==> src/clns_pkg.sv <==
`timescale 1ns / 1ps

package clns_pkg;

    // request kinds
    localparam logic [3:0] ACT_TEXT   = 4'd0;
    localparam logic [3:0] ACT_DATA   = 4'd1;
    localparam logic [3:0] ACT_CMD    = 4'd2;
    localparam logic [3:0] ACT_NIBBLE = 4'd3;
    localparam logic [3:0] ACT_CTRL   = 4'd4;
    localparam logic [3:0] ACT_SHIFT  = 4'd5;
    localparam logic [3:0] ACT_CURSOR = 4'd6;
    localparam logic [3:0] ACT_CLEAR  = 4'd7;
    localparam logic [3:0] ACT_INIT   = 4'd8;

    // configuration register indexes
    localparam int unsigned CFG_IDX_W  = 2;
    localparam int unsigned CFG_DATA_W = 8;
    localparam logic [CFG_IDX_W-1:0] CFG_DISP_ON  = 2'd0;
    localparam logic [CFG_IDX_W-1:0] CFG_DISP_OFF = 2'd1;

    // text control characters
    localparam logic [7:0] CHAR_LF = 8'h0A;
    localparam logic [7:0] CHAR_FF = 8'h0C;
    localparam logic [7:0] CHAR_CR = 8'h0D;

    // timing in microseconds
    localparam logic [15:0] T_POWER_UP   = 16'd40000;
    localparam logic [12:0] T_STROBE     = 13'd100;
    localparam logic [12:0] T_CMD_DONE   = 13'd200;
    localparam logic [12:0] T_CLEAR_DONE = 13'd2200;
    localparam logic [12:0] T_INIT_FIRST = 13'd5100;

    localparam logic [3:0] INIT_STROBES = 4'd14;

    typedef struct packed {
        logic       latch;   // capture request
        logic       load;    // load next strobe into output register
        logic       last;    // strobe being loaded ends the request
        logic [3:0] step;    // strobe number within the request
    } t_dp_cmd;

    typedef struct packed {
        logic [3:0] num_strobes;
    } t_dp_status;

endpackage

==> src/char_lcd_nibble_sequencer_unit.sv <==
// channel   | direction | handshake              | beat payload
// ----------+-----------+------------------------+---------------------------------------------
// request   | in        | i_valid / o_ready      | i_action, i_value
// strobe    | out       | o_valid / i_ready      | o_rs, o_nibble, o_wait_before_us,
//           |           |                        | o_wait_after_us, o_last
// config    | in        | i_cfg_valid/o_cfg_ready| i_cfg_index, i_cfg_data
//
// a request with N strobes (1, 2 or 14) sends one strobe per cycle while the output is not stalled,
// set by the single output register the strobe stepper loads
// an unused request kind sends nothing and goes back to idle
// the last strobe sits in the output register while the next request is taken
// reset is synchronous, active low, and leaves the display flags at on=4, off=0
// a stalled output beat freezes the stepper; config writes are always taken
`timescale 1ns / 1ps

module char_lcd_nibble_sequencer_unit (
    input  logic                              i_clk,
    input  logic                              i_rst_n,
    // request beat
    input  logic                              i_valid,
    output logic                              o_ready,
    input  logic [3:0]                        i_action,
    input  logic [7:0]                        i_value,
    // strobe beat
    output logic                              o_valid,
    input  logic                              i_ready,
    output logic                              o_rs,
    output logic [3:0]                        o_nibble,
    output logic [15:0]                       o_wait_before_us,
    output logic [12:0]                       o_wait_after_us,
    output logic                              o_last,
    // register writes
    input  logic                              i_cfg_valid,
    output logic                              o_cfg_ready,
    input  logic [clns_pkg::CFG_IDX_W-1:0]    i_cfg_index,
    input  logic [clns_pkg::CFG_DATA_W-1:0]   i_cfg_data
);
    import clns_pkg::*;

    t_dp_cmd    dp_cmd;
    t_dp_status dp_status;

    // registers have no side effects, so writes never stall
    assign o_cfg_ready = 1'b1;

    // controller: request accept, strobe stepping, output valid
    clns_ctrl u_ctrl (
        .i_clk    (i_clk),
        .i_rst_n  (i_rst_n),
        .i_valid  (i_valid),
        .o_ready  (o_ready),
        .o_valid  (o_valid),
        .i_ready  (i_ready),
        .o_cmd    (dp_cmd),
        .i_status (dp_status)
    );

    // datapath: request capture, strobe decode, output register, flags
    clns_dp u_dp (
        .i_clk            (i_clk),
        .i_rst_n          (i_rst_n),
        .i_cmd            (dp_cmd),
        .o_status         (dp_status),
        .i_cfg_we         (i_cfg_valid && o_cfg_ready),
        .i_cfg_index      (i_cfg_index),
        .i_cfg_data       (i_cfg_data),
        .i_action         (i_action),
        .i_value          (i_value),
        .o_rs             (o_rs),
        .o_nibble         (o_nibble),
        .o_wait_before_us (o_wait_before_us),
        .o_wait_after_us  (o_wait_after_us),
        .o_last           (o_last)
    );

endmodule

==> src/clns_ctrl.sv <==
`timescale 1ns / 1ps

module clns_ctrl (
    input  logic                i_clk,
    input  logic                i_rst_n,
    input  logic                i_valid,
    output logic                o_ready,
    output logic                o_valid,
    input  logic                i_ready,
    output clns_pkg::t_dp_cmd   o_cmd,
    input  clns_pkg::t_dp_status i_status
);
    import clns_pkg::*;

    localparam logic ST_IDLE = 1'b0;
    localparam logic ST_RUN  = 1'b1;

    logic       r_state, n_state;
    logic [3:0] r_step, n_step;
    logic       r_out_valid, n_out_valid;
    logic       out_free;

    assign out_free = !r_out_valid || i_ready;
    assign o_ready  = (r_state == ST_IDLE);
    assign o_valid  = r_out_valid;

    always_comb begin
        n_state     = r_state;
        n_step      = r_step;
        o_cmd       = '0;
        o_cmd.step  = r_step;
        o_cmd.latch = i_valid && (r_state == ST_IDLE);
        case (r_state)
            ST_IDLE: begin
                if (o_cmd.latch) begin
                    n_state = ST_RUN;
                    n_step  = '0;
                end
            end
            ST_RUN: begin
                if (out_free) begin
                    if (i_status.num_strobes == 4'd0) begin
                        // unused request kind, nothing to send
                        n_state = ST_IDLE;
                    end else begin
                        o_cmd.load = 1'b1;
                        o_cmd.last = (r_step == i_status.num_strobes - 4'd1);
                        n_step     = r_step + 4'd1;
                        if (o_cmd.last) begin
                            n_state = ST_IDLE;
                        end
                    end
                end
            end
            default: n_state = ST_IDLE;
        endcase
        n_out_valid = o_cmd.load ? 1'b1 : (i_ready ? 1'b0 : r_out_valid);
    end

    always_ff @(posedge i_clk) begin
        if (!i_rst_n) begin
            r_state     <= ST_IDLE;
            r_step      <= '0;
            r_out_valid <= 1'b0;
        end else begin
            r_state     <= n_state;
            r_step      <= n_step;
            r_out_valid <= n_out_valid;
        end
    end

endmodule

==> src/clns_dp.sv <==
`timescale 1ns / 1ps

module clns_dp (
    input  logic                              i_clk,
    input  logic                              i_rst_n,
    input  clns_pkg::t_dp_cmd                 i_cmd,
    output clns_pkg::t_dp_status              o_status,
    input  logic                              i_cfg_we,
    input  logic [clns_pkg::CFG_IDX_W-1:0]    i_cfg_index,
    input  logic [clns_pkg::CFG_DATA_W-1:0]   i_cfg_data,
    input  logic [3:0]                        i_action,
    input  logic [7:0]                        i_value,
    output logic                              o_rs,
    output logic [3:0]                        o_nibble,
    output logic [15:0]                       o_wait_before_us,
    output logic [12:0]                       o_wait_after_us,
    output logic                              o_last
);
    import clns_pkg::*;

    logic [2:0]  r_on_flags;
    logic [2:0]  r_off_flags;
    logic [3:0]  r_action;
    logic [7:0]  r_value;

    logic [3:0]  r_nibble;
    logic        r_rs;
    logic [15:0] r_before;
    logic [12:0] r_after;
    logic        r_last;

    logic        s_rs;
    logic        s_cmd;
    logic        s_clear;
    logic        s_single;
    logic [7:0]  s_byte;
    logic [2:0]  init_idx;
    logic [3:0]  n_nibble;
    logic [15:0] n_before;
    logic [12:0] n_after;

    always_ff @(posedge i_clk) begin
        if (!i_rst_n) begin
            r_on_flags  <= 3'd4;
            r_off_flags <= 3'd0;
        end else if (i_cfg_we) begin
            if (i_cfg_index == CFG_DISP_ON) begin
                r_on_flags <= i_cfg_data[2:0];
            end else if (i_cfg_index == CFG_DISP_OFF) begin
                r_off_flags <= i_cfg_data[2:0];
            end
        end
    end

    always_ff @(posedge i_clk) begin
        if (i_cmd.latch) begin
            r_action <= i_action;
            r_value  <= i_value;
        end
    end

    always_comb begin
        case (r_action)
            ACT_NIBBLE: o_status.num_strobes = 4'd1;
            ACT_INIT:   o_status.num_strobes = INIT_STROBES;
            default: begin
                if (r_action inside {[ACT_TEXT:ACT_CLEAR]}) begin
                    o_status.num_strobes = 4'd2;
                end else begin
                    o_status.num_strobes = 4'd0;
                end
            end
        endcase
    end

    // init: two lone nibbles, then one byte per strobe pair
    assign init_idx = i_cmd.step[3:1] - 3'd1;

    always_comb begin
        s_rs     = 1'b0;
        s_cmd    = 1'b1;
        s_clear  = 1'b0;
        s_single = 1'b0;
        s_byte   = r_value;
        case (r_action)
            ACT_TEXT: begin
                if (r_value == CHAR_CR) begin
                    s_byte = 8'h80;
                end else if (r_value == CHAR_LF) begin
                    s_byte = 8'hC0;
                end else if (r_value == CHAR_FF) begin
                    s_byte  = 8'h01;
                    s_clear = 1'b1;
                end else begin
                    s_rs  = 1'b1;
                    s_cmd = 1'b0;
                end
            end
            ACT_DATA: begin
                s_rs  = 1'b1;
                s_cmd = 1'b0;
            end
            ACT_CMD:    s_byte = r_value;
            ACT_NIBBLE: s_single = 1'b1;
            ACT_CTRL:   s_byte = {5'b00001, r_value[2:0]};
            ACT_SHIFT:  s_byte = {5'b00011, r_value[0], 2'b00};
            ACT_CURSOR: s_byte = {1'b1, r_value[6:0]};
            ACT_CLEAR: begin
                s_byte  = 8'h01;
                s_clear = 1'b1;
            end
            ACT_INIT: begin
                case (init_idx)
                    3'd0:    s_byte = 8'h32;
                    3'd1:    s_byte = 8'h28;
                    3'd2:    s_byte = {5'b00001, r_off_flags};
                    3'd3: begin
                        s_byte  = 8'h01;
                        s_clear = 1'b1;
                    end
                    3'd4:    s_byte = 8'h06;
                    3'd5:    s_byte = {5'b00001, r_on_flags};
                    default: s_byte = 8'h00;
                endcase
            end
            default: s_byte = r_value;
        endcase
    end

    always_comb begin
        n_before = '0;
        if (s_single) begin
            n_nibble = r_value[3:0];
            n_after  = T_STROBE;
        end else if (r_action == ACT_INIT && i_cmd.step < 4'd2) begin
            // wake-up nibbles
            n_nibble = 4'h3;
            if (i_cmd.step == 4'd0) begin
                n_before = T_POWER_UP;
                n_after  = T_INIT_FIRST;
            end else begin
                n_after  = T_STROBE;
            end
        end else if (!i_cmd.step[0]) begin
            n_nibble = s_byte[7:4];
            n_after  = T_STROBE;
        end else begin
            n_nibble = s_byte[3:0];
            if (s_clear) begin
                n_after = T_CLEAR_DONE;
            end else if (s_cmd) begin
                n_after = T_CMD_DONE;
            end else begin
                n_after = T_STROBE;
            end
        end
    end

    always_ff @(posedge i_clk) begin
        if (i_cmd.load) begin
            r_rs     <= s_rs;
            r_nibble <= n_nibble;
            r_before <= n_before;
            r_after  <= n_after;
            r_last   <= i_cmd.last;
        end
    end

    assign o_rs             = r_rs;
    assign o_nibble         = r_nibble;
    assign o_wait_before_us = r_before;
    assign o_wait_after_us  = r_after;
    assign o_last           = r_last;

endmodule

==> config.mk <==
export PLATFORM = sky130hd
export DESIGN_NAME = char_lcd_nibble_sequencer_unit
export DESIGN_NICKNAME = d
export VERILOG_FILES = /design/src/clns_pkg.sv /design/src/char_lcd_nibble_sequencer_unit.sv /design/src/clns_ctrl.sv /design/src/clns_dp.sv
export SDC_FILE = /design/constraint.sdc
export NUM_CORES = 1
export LEC_CHECK = 0
export ABC_AREA = 1
export BUFFER_PORTS_ARGS = -buffer_cell sky130_fd_sc_hd__buf_2
export CORE_UTILIZATION = 45
export DETAILED_ROUTE_END_ITERATION = 10
export HOLD_SLACK_MARGIN = 0.12
export PLACE_DENSITY = 0.74
export SLEW_MARGIN = 20
export SYNTH_ARGS = -nofsm -noshare
export SYNTH_HDL_FRONTEND = slang
export SYNTH_SLANG_ARGS = --single-unit
==> constraint.sdc <==
create_clock -name i_clk -period 1.97 [get_ports i_clk]
set_input_delay 0.591 -clock i_clk [delete_from_list [all_inputs] [get_ports i_clk]]
set_output_delay 0.591 -clock i_clk [all_outputs]
set_load 0.01 [all_outputs]
# --- Yosys cells after proc, flatten, opt, wreduce, memory -nomap -nowiden ---
# Index checks and enable logic that the tools add are counted.
totals:
  ramBits: 0
  out_inout_bits: 38
  elab_cells: 101
  reg_bits: 59
  n_memories: 0
  romBits: 0
  latchBits: 0
classes:
  n_bitwise: 4
  eq_ne: 20
  n_div: 0
  reduce_logical: 16
  n_mul: 0
  n_mux: 43
  addsub: 3
  magnitude_cmp: 3
  shifts: 0
op_table:
  columns: ["operator", "count"]
  rows:
  - ["2-to-1 mux 13 bit", 4]
  - ["one-hot mux 8 bit (6 select lines)", 1]
  - ["one-hot mux 6 bit (6 select lines)", 1]
  - ["2-to-1 mux 8 bit", 4]
  - ["== test 8 x 4 -> 1 bit, second input constant", 3]
  - ["2-to-1 mux 4 bit", 6]
  - ["== test 4 x 3 -> 1 bit, second input constant", 4]
  - ["2-to-1 mux 1 bit", 16]
  - ["2-to-1 mux 16 bit", 1]
  - ["one-hot mux 4 bit (2 select lines)", 2]
  - ["zero test 4 bit", 3]
  - ["2-to-1 mux 2 bit", 4]
  - ["== test 3 x 2 -> 1 bit, second input constant", 2]
  - ["== test 3 bit, second input constant", 2]
  - ["one-hot mux 1 bit (2 select lines)", 3]
  - ["AND reduction 3 bit", 2]
  - ["adder 4 x 1 -> 4 bit, second input constant", 1]
  - ["== test 4 x 1 -> 1 bit, second input constant", 1]
  - ["== test 4 x 2 -> 1 bit, second input constant", 1]
  - ["== test 4 bit", 1]
  - ["== test 4 bit, second input constant", 1]
  - [">= comparator 4 x 1 -> 1 bit, second input constant", 1]
  - ["less-or-equal comparator 4 x 3 -> 1 bit, second input constant", 1]
  - ["less-than comparator 4 x 2 -> 1 bit, second input constant", 1]
  - ["17 further kinds", 23]

# --- Longest topological paths before layout ---
logic_depth:
  depth_word: 10
  depth_mapped: 14
  depth_no_buf: 13

# --- By module ---
# Synthesis repeated with hierarchy kept, for this count alone.
unflattened:
  hier_cells: 300
  area_unflattened_um2: 2269.7
by_module_without_submodules:
  columns: ["mod", "n_inst", "seq_area_each_um2", "area_per_inst_um2", "cells_each"]
  rows:
  - ["clns_dp", 1, 810.8, 1799.2, 226]
  - ["clns_ctrl", 1, 120.1, 459.2, 72]
  - ["char_lcd_nibble_sequencer_unit", 1, 0.0, 11.3, 2]

# --- Worst setup path before layout ---
# OpenSTA, ideal clock, no wires.
synth_timing:
  path_kind: "flip-flop to flip-flop"
  start: "reg u_dp.r_action[1]"
  end: "reg u_ctrl.r_step[2]"
  arrival_time_ns: 1.915
  synth_period_minus_slack_ns: 1.981
  path_slack_ns: -0.011
  t_required_ns: 1.904
  stages_incl_launch_ff: 13
  path_buffers: 0
  cell_sequence: "edfxtp_1 nor2_4 nand3_4 inv_1 o21ai_0 ha_1 nand2_2 nand2_2 nor2_4 nor2_2 inv_2 nand3_1 a21oi_2"
synth_between:
  elab_chain_cells: 7
  word_cells_on_any_way: 10
  classes_between: "order compare: 2; eq/ne: 3; mux: 2; reduce/logical: 3"
synth_rtl:
  columns: ["item", "line", "source"]
  rows:
  - ["from (decl)", "clns_dp.sv:23", "logic [3:0] r_action;"]
  - ["from (signal assigned)", "clns_dp.sv:57", "r_action <= i_action;"]
  - [">= comparator 4 x 1 -> 1 bit / less-or-equal comparator 4 x 3 -> 1 bit (equally long branches)", "clns_dp.sv:67", "if (r_action inside {[ACT_TEXT:ACT_CLEAR]}) begin"]
  - ["logical AND 1 bit", "clns_dp.sv:67", null]
  - ["2-to-1 mux 2 bit", "clns_dp.sv:67", null]
  - ["one-hot mux 4 bit (2 select lines) *", "clns_dp.sv:63", "case (r_action)"]
  - ["zero test 4 bit *", "clns_ctrl.sv:42", "if (i_status.num_strobes == 4'd0) begin"]
  - ["!= test 2 bit (no line) *", null, null]
  - ["AND reduction 3 bit (no line) *", null, null]
  - ["to (signal assigned)", "clns_ctrl.sv:67", "r_step <= n_step;"]
  - ["to (decl)", "clns_ctrl.sv:19", "logic [3:0] r_step, n_step;"]
# Mark *: on every way between the ends. The rest lies on a longest branch, timed or not.
# A chain may end at the register's enable or synchronous reset.

# --- Final worst setup path ---
layout_timing:
  start: "reg u_dp.r_action[3]"
  end: "reg u_dp.r_last, in the netlist u_dp.o_last (data pin)"
layout_between:
  elab_chain_cells: 6
  word_cells_on_any_way: 11
  classes_between: "add/sub: 1; order compare: 2; eq/ne: 3; mux: 2; reduce/logical: 3"
layout_rtl:
  columns: ["item", "line", "source"]
  rows:
  - [">= comparator 4 x 1 -> 1 bit / less-or-equal comparator 4 x 3 -> 1 bit (equally long branches)", "clns_dp.sv:67", null]
  - ["logical AND 1 bit", "clns_dp.sv:67", null]
  - ["2-to-1 mux 2 bit", "clns_dp.sv:67", null]
  - ["one-hot mux 4 bit (2 select lines) *", "clns_dp.sv:63", null]
  - ["subtractor 4 x 1 -> 4 bit / zero test 4 bit (equally long branches)", "clns_ctrl.sv:47, clns_ctrl.sv:42", null]
  - ["== test 4 bit / OR reduction 3 bit (equally long branches)", null, null]
  - ["to (signal assigned)", "clns_dp.sv:165", "r_last <= i_cmd.last;"]
  - ["to (decl)", "clns_dp.sv:30", "logic r_last;"]
# Marked as above.

==> results.md <==
- Largest net degree at the start of global routing: 14
- Num CTS Buffers: 5
- Failing checks: DRC
- Post-route DRC violation count: 8
- Clock transition at path regs: 0.07 ns
- H-tree depth: 2
- RSZ-0062 raised after global routing: false
- Hold path cells: 2
- Setup CP Type: register to register
- Fin Clk Skew: 0.00528 ns
- Vias: 1806
- Gr usage total: 16.4%
- DR WL/cell: 10.1 um
- Final period utilization: 92.0%
- FF-to-FF setup slack: 0.16 ns
- Hold Vio Cnt, Final: 0
- CP Launch Type: register
- Die span in y: 71.2 um
- Type of destination of the critical path: register
- Min-delay worst type: register to register
- Internal Power: 0.00126 W
- Final setup fails: 0
- Buffers on Ports: 44
- Largest area contributor in the netlist: edfxtp_1
- Maxcap violations: 0
- Switching Share: 25.6%
- Core Area: 0.00447 mm^2
- Terminus of the critical flop-to-flop path: u_dp.o_last
- Synth warn: 0
- Status: finished with violations
- Worst path slowest cell: edfxtp_1
- CTS tree: built
- Reg area: 931 um^2
- Metal-1 WL: 1.87 mm
- Die footprint: 0.00507 mm^2
- Synth cell types: 26
- Post-CTS Hold Fix Bufs: 0
- Multi-input logic area: 966 um^2
- Final Power: 0.00169 W
- Most common cell after layout, fill and taps aside: nand2_1
- Cell count after synthesis: 280
- Global route overflow: 0
- CP max FO: 5
- Vias/cell: 4.68
- Detail Route met3 WL: 246 um
- Critical Path RT: 2.10 ns
- Logic gate share of total power: 15.7%
- Most frequent CP cell: xnor2_1
- RePlAce Congestion: 0.936
- Max layer used: met4
- Share of the synthesized area in the top cell type: 32.0%
- DR WL met2: 1.75 mm
- Worst-Skew Late Latency: 0.29 ns
- Flop and latch count out of synthesis: 35
- IR drop worst, VDD: 0.427 mV
- Initial Utilization: 48.2%
- Diodes inserted: 0
- CTS Sinks: 35
- Slowest cell delay on critical path: 0.45 ns
- Area growth from synthesis to layout: 17.9%
- Slew Viols, Final: 0
- Max Clk Rate: 0.552 GHz
- First-pass GRT wire length: 6.38 mm
- Crit path DAT: 1.95 ns
- Clk pwr share: 33.4%
- Leak: 1.25 nW
- Worst-path cell chain: nor2_2 -> nand2_2 -> o21ai_1 -> ha_2 -> xnor2_1 -> xnor2_1 -> nand4_1 -> nor3_1
- Reg power frac: 50.8%
- Post-DP HPWL: 3.12 mm
- Setup TNS: 0 ns
- Total Routed Length: 3.92 mm
- Cell row count: 24
- Reg2reg path depth: 8
- Power Density: 664 mW/mm^2
- Num ports: 65
- Net Switching: 0.000433 W
- Synth top area cells: edfxtp_1 32%, nand2_1 12%, dfxtp_1 11%
- Vias in the first global route: 1481
- Pre-antenna DRT Iters: 7
- Sequential-to-total area share from yosys stat: 43.2%
- # fillers: 435
- WHS Endpoint: u_dp.r_on_flags[2]
- Mean Syn Cell Area: 7.70 um^2
- Most frequent cells in the layout: 67 x nand2_1, 44 x buf_2, 36 x nor2_1
- Clock Path Buffers: 2
- Final #Nets: 365
- Root buf cell: clkbuf_8
- Share of cells above drive strength 1: 25.1%
- DIE WIDTH: 71.2 um
- DR iter-0 viols: 92
- Mapped cell area: 0.00216 mm^2
- Fin crit period: 1.81 ns
- Worst flop-to-flop path startpoint: u_dp.r_action[3]
- Worst Min Path Start: u_dp.r_on_flags[2]
- Initial antenna violation count: 0
- DRT antenna net count: 0
worst max path at each step:
stage / start / end / depth (start not counted)
after global placement: u_dp.r_action[0] / u_dp.o_nibble[3] / 9
after global routing: u_dp.r_action[3] / u_dp.o_last / 8
after CTS: u_dp.r_action[0] / u_dp.o_nibble[3] / 9
after floorplan: u_dp.r_action[1] / u_ctrl.r_step[2] / 12
after detailed placement: u_dp.r_action[0] / u_dp.o_nibble[3] / 9
final: u_dp.r_action[3] / u_dp.o_last / 8
critical path: cells and delay by family (launching register included):
| family | cells | cell delay, ns |
|---|---|---|
| AND/OR/NAND/NOR | 4 | 0.57 |
| AO/OA/AOI/OAI | 1 | 0.16 |
| flip-flops | 1 | 0.45 |
| XOR/XNOR | 2 | 0.26 |
| adder cells (fa/ha/maj) | 1 | 0.22 |
metrics by stage:
step | instance area (um^2) | util [%] | setup WS, ns | hold slack, ns | std cells
5_1_grt | 2540 | 56.8 | 0.00472 | 0.460 | 386
2_1_floorplan | 2200 | - | 0.0293 | 0.429 | 293
6_report | 2540 | 56.8 | 0.157 | 0.468 | 386
3_3_place_gp | 2400 | 53.6 | 0.104 | 0.448 | 375
4_1_cts | 2500 | 55.8 | 0.0635 | 0.468 | 383
3_5_place_dp | 2400 | 53.6 | 0.0781 | 0.452 | 375
per-layer routing:
layer,track usage [%],vias up
li1,-,958
met1,21.7,774
met2,26.1,69
met3,3.80,5
met4,6.67,0
met5,0,-
sequential cells by signal (all words and copies together) (netlist names):
name,flops
u_dp.r_off_flags,3
u_dp.o_wait_before_us,1
u_ctrl.r_step,4
u_dp.o_last,1
u_dp.r_action,4
u_dp.r_value,8
u_dp.o_rs,1
u_ctrl.r_state,1
u_dp.o_wait_after_us,4
u_ctrl.o_valid,1
u_dp.o_nibble,4
u_dp.r_on_flags,3
synth_stat cells:
library cell  count
nand2_1          68
nor2_1           38
inv_1            34
buf_4            26
edfxtp_1         23
o21ai_0          16
nand3_1          15
dfxtp_1          12
a21oi_1          11
ha_1              5
nor3_1            4
xnor2_1           4
nand2_2           3
nand4_1           3
xor2_1            3
conb_1            2
inv_2             2
nor2_2            2
nor2_4            2
a21oi_2           1
nand3_4           1
nor3_2            1
nor3b_1           1
o21a_1            1
o21ai_1           1
or2_0             1
cell type report:
type | count | area share (%)
Clock buffer | 8 | 3.94
Inverter | 36 | 5.31
Multi-Input combinational cell | 196 | 38.0
Sequential cell | 35 | 36.6
Tap cell | 52 | 2.56
Timing Repair Buffer | 59 | 13.6
logic make-up after synthesis:
kind of cell / Yosys count / share of synthesized area [%]
AOI/OAI and AO/OA: 30 / 7.25
DFF: 35 / 43.2
xor gates and xnor gates: 7 / 2.84
other: 2 / 0.348
adders and majority gates: 5 / 2.90
and+or+nand+nor: 139 / 28.1
buffers and inverters: 62 / 15.3
power groups by stage:
stage / combinational, W / clock (W) / sequential (W)
2_1_floorplan: 0.000190 / 0 / 0.000877
5_1_grt: 0.000302 / 0.000603 / 0.000863
3_3_place_gp: 0.000253 / 0 / 0.000873
6_report: 0.000265 / 0.000564 / 0.000858
3_5_place_dp: 0.000258 / 0 / 0.000874
4_1_cts: 0.000259 / 0.000576 / 0.000858
timing repair:
action,CTS,global route
resized for setup,0,7
setup endpoints to repair,0,17
buffers inserted,0,3
No activity file was read; power rests on OpenSTA's default activity.
